--- src/sv/rgbwlm_pkg.sv ---
// Shared types, constants and helper functions for the RGB to RGBW light mapper.
package rgbwlm_pkg;

  localparam int unsigned CHAN_W  = 8;
  localparam int unsigned SUM_W   = 10;
  localparam int unsigned LEVEL_W = 10;

  typedef enum logic [1:0] {
    CFG_DARK_SUM_LIMIT = 2'd0,
    CFG_GREY_TOLERANCE = 2'd1,
    CFG_GREY_MIN_SUM   = 2'd2,
    CFG_HUE_TOLERANCE  = 2'd3
  } cfg_idx_t;

  localparam logic [SUM_W-1:0]  DARK_SUM_LIMIT_RST = 10'd150;
  localparam logic [CHAN_W-1:0] GREY_TOLERANCE_RST = 8'd13;
  localparam logic [SUM_W-1:0]  GREY_MIN_SUM_RST   = 10'd254;
  localparam logic [CHAN_W-1:0] HUE_TOLERANCE_RST  = 8'd10;

  localparam logic [CHAN_W-1:0]         FULL_LEVEL     = 8'd255;
  localparam logic [CHAN_W-1:0]         BRIGHT_GREEN   = 8'd200;
  localparam logic signed [LEVEL_W-1:0] BLUE_CUT_HIGH  = 10'sd150;
  localparam logic signed [LEVEL_W-1:0] BLUE_CUT_LOW   = 10'sd120;
  localparam logic signed [LEVEL_W-1:0] RED_CUT_GREEN  = 10'sd100;
  localparam logic signed [LEVEL_W-1:0] GREEN_BOOST    = 10'sd100;
  localparam logic signed [LEVEL_W-1:0] RED_CUT_BLUE   = 10'sd50;
  localparam logic signed [LEVEL_W-1:0] FLOOR_LEVEL    = 10'sd5;

  // floor(x/3) as x*683 >> 11, exact for x up to 765
  localparam logic [SUM_W:0] DIV3_MUL   = 11'd683;
  localparam int unsigned    DIV3_SHIFT = 11;

  typedef struct packed {
    logic [SUM_W-1:0]  dark_sum_limit;
    logic [CHAN_W-1:0] grey_tolerance;
    logic [SUM_W-1:0]  grey_min_sum;
    logic [CHAN_W-1:0] hue_tolerance;
  } cfg_t;

  typedef struct packed {
    logic [CHAN_W-1:0] red;
    logic [CHAN_W-1:0] green;
    logic [CHAN_W-1:0] blue;
    logic              front_en;
    logic              back_en;
  } colour_t;

  typedef struct packed {
    logic [CHAN_W-1:0] front_red;
    logic [CHAN_W-1:0] front_green;
    logic [CHAN_W-1:0] front_blue;
    logic [CHAN_W-1:0] front_white;
    logic [CHAN_W-1:0] rear_red;
    logic [CHAN_W-1:0] rear_green;
    logic [CHAN_W-1:0] rear_blue;
    logic [CHAN_W-1:0] rear_white;
    logic [CHAN_W-1:0] master_level;
  } lamps_t;

  function automatic logic [CHAN_W-1:0] clamp8(input logic signed [LEVEL_W-1:0] v);
    logic [CHAN_W-1:0] res;
    if (v <= 10'sd0) begin
      res = '0;
    end else if (v >= 10'sd255) begin
      res = FULL_LEVEL;
    end else begin
      res = v[CHAN_W-1:0];
    end
    return res;
  endfunction

  function automatic logic [CHAN_W-1:0] absdiff8(input logic [CHAN_W-1:0] a,
                                                 input logic [CHAN_W-1:0] b);
    return (a > b) ? (a - b) : (b - a);
  endfunction

  function automatic logic [CHAN_W-1:0] div3(input logic [SUM_W-1:0] x);
    logic [2*SUM_W:0] prod;
    prod = {{(SUM_W+1){1'b0}}, x} * {{SUM_W{1'b0}}, DIV3_MUL};
    return prod[DIV3_SHIFT +: CHAN_W];
  endfunction

endpackage

--- src/sv/rgbwlm_map.sv ---
// Combinational colour classification and RGBW lamp level mapping.
module rgbwlm_map (
  input  rgbwlm_pkg::colour_t colour,
  input  rgbwlm_pkg::cfg_t    cfg,
  output rgbwlm_pkg::lamps_t  lamps
);
  import rgbwlm_pkg::*;

  logic [CHAN_W-1:0]         r0, g0, b0;
  logic [SUM_W-1:0]          sum;
  logic [CHAN_W-1:0]         d_rg, d_gb, d_rb;
  logic signed [LEVEL_W-1:0] sr, sg, sb;
  logic signed [LEVEL_W-1:0] lr, lg, lb, lw;
  logic [CHAN_W-1:0]         cr, cg, cb, cw;

  assign r0   = colour.red;
  assign g0   = colour.green;
  assign b0   = colour.blue;
  assign sum  = SUM_W'(r0) + SUM_W'(g0) + SUM_W'(b0);
  assign d_rg = absdiff8(r0, g0);
  assign d_gb = absdiff8(g0, b0);
  assign d_rb = absdiff8(r0, b0);
  assign sr   = $signed({2'b00, r0});
  assign sg   = $signed({2'b00, g0});
  assign sb   = $signed({2'b00, b0});

  // first matching rule wins
  always_comb begin
    lr = sr;
    lg = sg;
    lb = sb;
    lw = '0;
    if (sum < cfg.dark_sum_limit) begin
      lr = '0;
      lg = '0;
      lb = '0;
    end else if (d_rg < cfg.grey_tolerance && d_gb < cfg.grey_tolerance &&
                 sum > cfg.grey_min_sum) begin
      lr = '0;
      lg = '0;
      lb = '0;
      lw = $signed({2'b00, FULL_LEVEL});
    end else if (d_gb < cfg.hue_tolerance && r0 > g0 && r0 > b0) begin
      lw = sg;
      lg = '0;
      lb = '0;
    end else if (d_gb < cfg.hue_tolerance && r0 < g0 && r0 < b0) begin
      lw = sr;
      lr = '0;
    end else if (d_rb < cfg.hue_tolerance && g0 > r0 && g0 > b0) begin
      lw = sr;
      lr = '0;
      lb = '0;
    end else if (d_rb < cfg.hue_tolerance && g0 < r0 && g0 < b0) begin
      lw = sg;
      lg = '0;
    end else if (d_rg < cfg.hue_tolerance && b0 > g0 && b0 > r0) begin
      lw = sg;
      lr = '0;
      lg = '0;
    end else if (d_rg < cfg.hue_tolerance && b0 < r0 && b0 < g0) begin
      lw = sb;
      lb = '0;
    end else if (b0 >= r0 && g0 >= r0) begin
      if (g0 >= b0) begin
        lb = sb - ((g0 > BRIGHT_GREEN) ? BLUE_CUT_HIGH : BLUE_CUT_LOW);
      end
      lw = sr;
      lr = '0;
    end else if (r0 >= g0 && b0 >= g0) begin
      if (b0 >= r0) begin
        lr = sr - RED_CUT_GREEN;
      end
      lw = sg;
      lg = FLOOR_LEVEL;
    end else begin
      if (g0 >= r0) begin
        lg = sg + GREEN_BOOST;
        lr = sr - RED_CUT_BLUE;
      end
      lw = sb;
      lb = FLOOR_LEVEL;
    end
  end

  assign cr = clamp8(lr);
  assign cg = clamp8(lg);
  assign cb = clamp8(lb);
  assign cw = clamp8(lw);

  assign lamps.front_red    = colour.front_en ? cr : '0;
  assign lamps.front_green  = colour.front_en ? cg : '0;
  assign lamps.front_blue   = colour.front_en ? cb : '0;
  assign lamps.front_white  = colour.front_en ? cw : '0;
  assign lamps.rear_red     = colour.back_en ? cr : '0;
  assign lamps.rear_green   = colour.back_en ? cg : '0;
  assign lamps.rear_blue    = colour.back_en ? cb : '0;
  assign lamps.rear_white   = colour.back_en ? cw : '0;
  assign lamps.master_level = div3(sum);

endmodule

--- src/sv/rgb_to_rgbw_light_mapper_top.sv ---
// Top level of the RGB to RGBW light mapper: input register, mapping, result register.
//
//   port group | dir | handshake           | word
//   in_*       | in  | in_valid / in_stall  | averaged colour and two fixture enables
//   out_*      | out | out_valid / out_stall| eight lamp levels and master level
//   cfg_*      | in  | cfg_we               | register write, no read-back
//
// One word per cycle sustained while out_stall is low.
// The mapping sits between the input register and the result register.
// rst_n (synchronous) empties both stages and loads register defaults.
// A stalled result holds; the input register still fills behind it, then in_stall rises.
module rgb_to_rgbw_light_mapper_top (
  input  logic                            clk,
  input  logic                            rst_n,
  input  logic                            in_valid,
  output logic                            in_stall,
  input  logic [rgbwlm_pkg::CHAN_W-1:0]   in_red_in,
  input  logic [rgbwlm_pkg::CHAN_W-1:0]   in_green_in,
  input  logic [rgbwlm_pkg::CHAN_W-1:0]   in_blue_in,
  input  logic                            in_front_enable,
  input  logic                            in_back_enable,
  output logic                            out_valid,
  input  logic                            out_stall,
  output logic [rgbwlm_pkg::CHAN_W-1:0]   out_front_red,
  output logic [rgbwlm_pkg::CHAN_W-1:0]   out_front_green,
  output logic [rgbwlm_pkg::CHAN_W-1:0]   out_front_blue,
  output logic [rgbwlm_pkg::CHAN_W-1:0]   out_front_white,
  output logic [rgbwlm_pkg::CHAN_W-1:0]   out_rear_red,
  output logic [rgbwlm_pkg::CHAN_W-1:0]   out_rear_green,
  output logic [rgbwlm_pkg::CHAN_W-1:0]   out_rear_blue,
  output logic [rgbwlm_pkg::CHAN_W-1:0]   out_rear_white,
  output logic [rgbwlm_pkg::CHAN_W-1:0]   out_master_level,
  input  logic                            cfg_we,
  input  logic [1:0]                      cfg_index,
  input  logic [rgbwlm_pkg::SUM_W-1:0]    cfg_wdata
);
  import rgbwlm_pkg::*;

  cfg_t    cfg_r;
  colour_t in_word_r;
  colour_t in_word_nxt;
  logic    in_valid_r;
  lamps_t  lamps;
  lamps_t  out_word_r;
  logic    out_valid_r;
  logic    in_take;
  logic    in_move;
  logic    out_free;

  assign out_free = !out_valid_r || !out_stall;
  assign in_move  = in_valid_r && out_free;
  assign in_stall = in_valid_r && !out_free;
  assign in_take  = in_valid && !in_stall;

  assign in_word_nxt = '{red: in_red_in, green: in_green_in, blue: in_blue_in,
                         front_en: in_front_enable, back_en: in_back_enable};

  always_ff @(posedge clk) begin
    if (!rst_n) begin
      cfg_r.dark_sum_limit <= DARK_SUM_LIMIT_RST;
      cfg_r.grey_tolerance <= GREY_TOLERANCE_RST;
      cfg_r.grey_min_sum   <= GREY_MIN_SUM_RST;
      cfg_r.hue_tolerance  <= HUE_TOLERANCE_RST;
    end else if (cfg_we) begin
      unique case (cfg_idx_t'(cfg_index))
        CFG_DARK_SUM_LIMIT: cfg_r.dark_sum_limit <= cfg_wdata;
        CFG_GREY_TOLERANCE: cfg_r.grey_tolerance <= cfg_wdata[CHAN_W-1:0];
        CFG_GREY_MIN_SUM:   cfg_r.grey_min_sum   <= cfg_wdata;
        CFG_HUE_TOLERANCE:  cfg_r.hue_tolerance  <= cfg_wdata[CHAN_W-1:0];
        default: ;
      endcase
    end
  end

  always_ff @(posedge clk) begin
    if (!rst_n) begin
      in_valid_r  <= 1'b0;
      out_valid_r <= 1'b0;
    end else begin
      if (in_take) begin
        in_valid_r <= 1'b1;
      end else if (in_move) begin
        in_valid_r <= 1'b0;
      end
      if (in_move) begin
        out_valid_r <= 1'b1;
      end else if (!out_stall) begin
        out_valid_r <= 1'b0;
      end
    end
  end

  always_ff @(posedge clk) begin
    if (in_take) begin
      in_word_r <= in_word_nxt;
    end
    if (in_move) begin
      out_word_r <= lamps;
    end
  end

  rgbwlm_map u_map (
    .colour (in_word_r),
    .cfg    (cfg_r),
    .lamps  (lamps)
  );

  assign out_valid        = out_valid_r;
  assign out_front_red    = out_word_r.front_red;
  assign out_front_green  = out_word_r.front_green;
  assign out_front_blue   = out_word_r.front_blue;
  assign out_front_white  = out_word_r.front_white;
  assign out_rear_red     = out_word_r.rear_red;
  assign out_rear_green   = out_word_r.rear_green;
  assign out_rear_blue    = out_word_r.rear_blue;
  assign out_rear_white   = out_word_r.rear_white;
  assign out_master_level = out_word_r.master_level;

endmodule

--- config.mk ---
export PLATFORM = sky130hd
export DESIGN_NAME = rgb_to_rgbw_light_mapper_top
export DESIGN_NICKNAME = d
export VERILOG_FILES = /design/src/sv/rgbwlm_pkg.sv /design/src/sv/rgbwlm_map.sv /design/src/sv/rgb_to_rgbw_light_mapper_top.sv
export SDC_FILE = /design/constraint.sdc
export NUM_CORES = 1
export LEC_CHECK = 0
export CAP_MARGIN = 15
export CORE_UTILIZATION = 30
export CTS_CLUSTER_DIAMETER = 100
export DETAILED_ROUTE_END_ITERATION = 7
export DONT_BUFFER_PORTS = 1
export GPL_TIMING_DRIVEN = 0
export PLACE_DENSITY = 0.47
export SYNTH_ARGS = -nofsm -noshare
export SYNTH_HDL_FRONTEND = slang
export SYNTH_SLANG_ARGS = --single-unit
--- constraint.sdc ---
create_clock -name clk -period 9.1 [get_ports clk]
set_input_delay 0.91 -clock clk [delete_from_list [all_inputs] [get_ports clk]]
set_output_delay 0.91 -clock clk [all_outputs]
set_load 0.02 [all_outputs]
# Yosys cells after proc, flatten, opt, wreduce, memory -nomap -nowiden
# Cells that the tools add are included.
dict set report op_classes {
  n_addsub 12
  n_mul 1
  magnitude_cmp 33
  eq_ne 4
  mux 60
  reduce_logical 30
}
# op count
set ops {}
lappend ops {{$mux W10} 42}
lappend ops {{$mux W8} 14}
lappend ops {{$lt A8 B8 Y1} 11}
lappend ops {{$gt A8 B8 Y1} 6}
lappend ops {{$sub A8 B8 Y8} 6}
lappend ops {{$ge A10 B9 Y1 const B} 4}
lappend ops {{$ge A8 B8 Y1} 5}
lappend ops {{$le A10 B1 Y1 const B} 4}
lappend ops {{$logic_and A1 B1 Y1} 19}
lappend ops {{$mul A10 B10 Y19 const B} 1}
lappend ops {{$add A10 B8 Y10} 1}
lappend ops {{$gt A10 B10 Y1} 1}
lappend ops {{$lt A10 B10 Y1} 1}
lappend ops {{$sub A9 B10 Y10} 1}
lappend ops {{$add A8 B7 Y9 const B} 1}
lappend ops {{$add A8 B8 Y9} 1}
lappend ops {{$sub A8 B6 Y9 const B} 1}
lappend ops {{$sub A8 B7 Y9 const B} 1}
lappend ops {{$gt A8 B8 Y1 const B} 1}
lappend ops {{$reduce_and A2 Y1} 4}
lappend ops {{$eq A2 B2 Y1 const B} 2}
lappend ops {{$logic_not A1 Y1} 4}
lappend ops {{$mux W1} 4}
lappend ops {{$eq A2 B1 Y1 const B} 1}
lappend ops {{4 further kinds} 4}
dict set report word_totals {
  ff_bits 136
}

# Logic depth before layout (Yosys ltp)
dict set report depth {
  depth_word 16
  depth_mapped 33
  depth_no_buf 33
}

# Hierarchy
# Synthesis repeated with hierarchy kept, for this count alone.
dict set report hier_totals {
  hier_cells 1186
  area_unflattened_um2 11727.5
}
# module instances cells_each area_per_inst_um2 seq_area_each_um2
set modules_own_cells {}
lappend modules_own_cells {rgbwlm_map 1 938 7268.2 0.0}
lappend modules_own_cells {rgb_to_rgbw_light_mapper_top 1 248 4459.3 3703.6}

# Worst setup path before layout
# No wires, ideal clock.
dict set report synth_path {
  path_kind {register to register}
  startpoint {register in_word_r[11] (netlist bit)}
  endpoint {register out_word_r, in the netlist out_master_level[7] (data pin)}
  setup_ns 0.260
  t_arrival_ns 7.029
  required_ns 8.840
  setup_slack_ns 1.811
  path_stages_with_launch 30
  path_buffers 0
  cell_sequence {edfxtp_1 -> inv_1 -> ha_1 -> inv_1 -> a21oi_1 -> nor2_1 -> nor2_1 -> o21bai_1 -> a21oi_1 -> xnor2_1 -> ha_1 -> a21o_1 -> a31oi_1 -> o21bai_1 -> a21oi_1 -> xnor2_1 -> ha_1 -> ha_1 -> fa_1 -> fa_1 -> fa_1 -> ha_1 -> o2111a_1 -> a221o_1 -> o2111ai_1 -> a31oi_1 -> o21a_1 -> or2_1 -> a31oi_1 -> xnor2_1}
}
# element line
set synth_lines {}
lappend synth_lines {{from (decl)} rgb_to_rgbw_light_mapper_top.sv:40} ;# colour_t in_word_r;
lappend synth_lines {{from (signal assigned)} rgb_to_rgbw_light_mapper_top.sv:95} ;# in_word_r <= in_word_nxt;
lappend synth_lines {{to (signal assigned)} rgb_to_rgbw_light_mapper_top.sv:98} ;# out_word_r <= lamps;
lappend synth_lines {{to (decl)} rgb_to_rgbw_light_mapper_top.sv:44} ;# lamps_t out_word_r;

==> impl_metrics.ini <==
[power_and_ir_drop]
clock_power_share_pct = 13.3
vdd_drop_max_mv = 0.331
combPwrFrac_pct = 66.4
switching_share_pct = 45.8
p_int_uw = 2690
power-per-cell-area_nw_per_um2 = 383
p_leak_uw = 0.00554
pwr-share-seq_pct = 20.4
switchingPower_uw = 2280

[routing]
wl_per_cell_um = 19.7
route.detailed.drc = 0
drt_iter0_drc = 651
routed_wl_mm = 35.2
dr.pass1.iters = 5
ant_nets = 0
vias = 9118
vias_per_cell = 5.11

[logic_synthesis]
synthXorXnorAreaFrac_pct = 3.74
synth.distinct_cells = 79
synth-simple-area-share_pct = 13.7
synth-compound-area-share_pct = 17.4
yosys_warnings = 0
ys.flop_type = edfxtp_1
ys_seq_area_share_pct = 31.6
syn-cell-area_um2 = 11700
synth_nets = 1493
synth_top_family_by_area = adder cells
synth.mux.area_fraction_pct = 2.85
synth_edf_count = 98
async_flop_share_pct = 0
ys_seq_elements = 136
syn_inst = 1232
synth_fa_ha_area_share_pct = 25.2
synth_area_per_cell_um2 = 9.51

[timing]
worstMarginPinSlew_ps = 950
timing.final.crit_share_pct = 94.5
finalMaxSlewViolations = 0
layout_setup_ws_ps = 498
final.setup_skew_ps = 9.71
finalSetupViolations = 0
timing.setup.tns_ps = 0
clock.fmax_mhz = 116
max_slew_margin_pct = 36.2
finalHoldViolCount = 0
rsz0062_at_grt = no
min_period_ps = 8600

[global_routing]
gr-total-overflow = 0
grt_pass1_wl_mm = 53.9
antenna_found_initial = 0
grt_pass1_vias = 9075
grt_start_max_net_pins = 30
track_usage_pct = 18.2

[critical_path]
end_kind = flip-flop
critPathBufInv = 2
r2r_slack_ps = 500
crit_cells = 29
critPathLaunchType = flip-flop
critPathMostFrequentCell = ha_1
crit_slowest_cell = edfxtp_1
worstPathArrival_ps = 8790
crit_family = adder cells
required_ps = 9290
crit_fanout = 9
reg2reg_depth = 29
slowest_delay_ps = 770
worstSetupPathType = flip-flop to flip-flop

[floorplan]
coreArea_um2 = 38600
dieArea_um2 = 39900
die_h_um = 200
initial_core_util_pct = 30.4
dieWidth_um = 200
num_rows = 72
ioPinCount = 117

[cells_and_area]
final_cell_mix = ha_1 (188), inv_1 (132), nand2_1 (104)
fin_nets = 1514
num_antenna_cells = 0
final_common_cell = ha_1
drive_gt1_share_pct = 6.71
fin_util_pct = 33.7
syn2layout_area_growth_pct = 10.8
final_cell_count_no_fill = 1784

[hold_path]
hold_depth = 2
holdCritPathClass = flip-flop to flip-flop

[clocking]
htree_num_levels = 4
cts_root_buffer = clkbuf_16
post-cts-setup-buffer-count = 0
cts_buffers = 17
cts_tree = done
clk_pin_slew_ps = 70
clock-sinks = 136
clkLatencyLatePin_ps = 440
clockBufferDepth = 2

[place]
dp.cells = 1752
io_buffer_count = 0
dp_hpwl_mm = 27.9
globalplace.congestion = 0.943
place_ws_ps = 382

[outcome]
status = finished, final reports clean

[flow_run]
max_cap_violations = 0
-- routing by layer --
layer	wire length, um	up-vias	global-route usage [%]	share of wire [%]
li1	-	4456	-	-
met1	17500	4422	25.7	50
met2	15700	210	28.1	44
met3	1450	30	3.19	4.1
met4	595	0	5.37	1.7
met5	0	-	0	0
-- flip-flops by register name (all words and copies together), names as in the netlist --
| signal | count |
|---|---|
| out_front_red | 8 |
| in_word_r | 26 |
| out_valid | 1 |
| out_front_white | 8 |
| cfg_r | 36 |
| in_valid_r | 1 |
| out_rear_white | 8 |
| out_front_green | 8 |
| out_rear_blue | 8 |
| out_rear_green | 8 |
| out_master_level | 8 |
| out_front_blue | 8 |
| out_rear_red | 8 |
-- per-stage QoR --
stage	hold WS, ps	total power [uW]	area, um^2
floorplan	443	3590	11700
global placement	456	4300	12400
detailed placement	460	4330	12400
CTS	470	5040	13000
global route	496	5530	13000
finish	463	4970	13000
-- what timing repair did --
action | CTS | global route
hold buffers | 0 | 0
endpoints found under the setup margin | 0 | 2
gates resized for setup | 0 | 1
-- final cells by class --
type	count	area (um^2)
buffer	31	145
clock buffer	17	425
clock inverter	15	120
fill	4045	25600
inverter	133	499
multi-input combinational	932	7400
sequential	136	3700
tap	518	648
timing repair buffer	2	47.5
-- path summary, 6_finish.rpt --
path | endpoint | start
max | out_master_level[7] | in_word_r[11]
min | cfg_r[32] | cfg_r[32]
max reg2reg | out_master_level[7] | in_word_r[11]
min reg2reg | cfg_r[32] | cfg_r[32]
-- worst reg2reg max path, delay by kind of cell (launching register included) --
family          cells  cell delay, ps
compound gates     13            2370
fa+ha+maj           8            3260
flops               1             770
buf+inv             2             560
simple gates        3             460
xor+xnor            3             910
-- cell families (layout without fill, tap and decap cells) --
kind of cell | count (synthesis) | after routing
buffers and inverters | 164 | 198
XOR/XNOR | 50 | 50
flip-flops | 136 | 136
adder cells (fa/ha/maj) | 218 | 218
AO/OA/AOI/OAI | 300 | 300
multiplexers | 32 | 32
AND/OR/NAND/NOR | 332 | 332
-- cell usage after synthesis (5+ instances only) --
cell type,instances,area share [%]
o211ai_1,16,1.0
nand4_1,9,0.48
nor3_1,18,0.77
buf_2,11,0.47
and3_1,10,0.53
o22ai_1,10,0.53
a221o_1,11,0.94
o21ai_0,26,1.1
o21a_1,12,0.77
o21bai_1,9,0.58
a21boi_0,18,1.2
a21o_1,17,1.1
clkbuf_1,17,0.54
nand3_1,27,1.2
mux2_2,9,0.86
edfxtp_1,98,25
xnor2_1,41,3.1
and2_1,10,0.53
a31oi_1,16,0.85
inv_1,132,4.2
nor2b_1,19,1.0
nand2b_1,7,0.37
nor2_1,93,3.0
ha_1,188,20
o21ai_1,16,0.68
a21oi_2,10,0.75
mux2i_1,21,1.8
xor2_1,9,0.67
o31a_1,5,0.37
dfxtp_1,38,6.5
nand2_1,104,3.3
a211oi_1,13,0.83
a21oi_1,87,3.7
fa_1,30,5.1
-- power by group through the flow --
stage	registers, uW	clock network [uW]	logic [uW]
after global routing	1020	703	3800
after floorplan	1000	0	2590
after global placement	1030	0	3270
after detailed placement	1030	0	3310
final	1010	659	3300
after CTS	1020	680	3350
(Power assumes the default switching activity.)
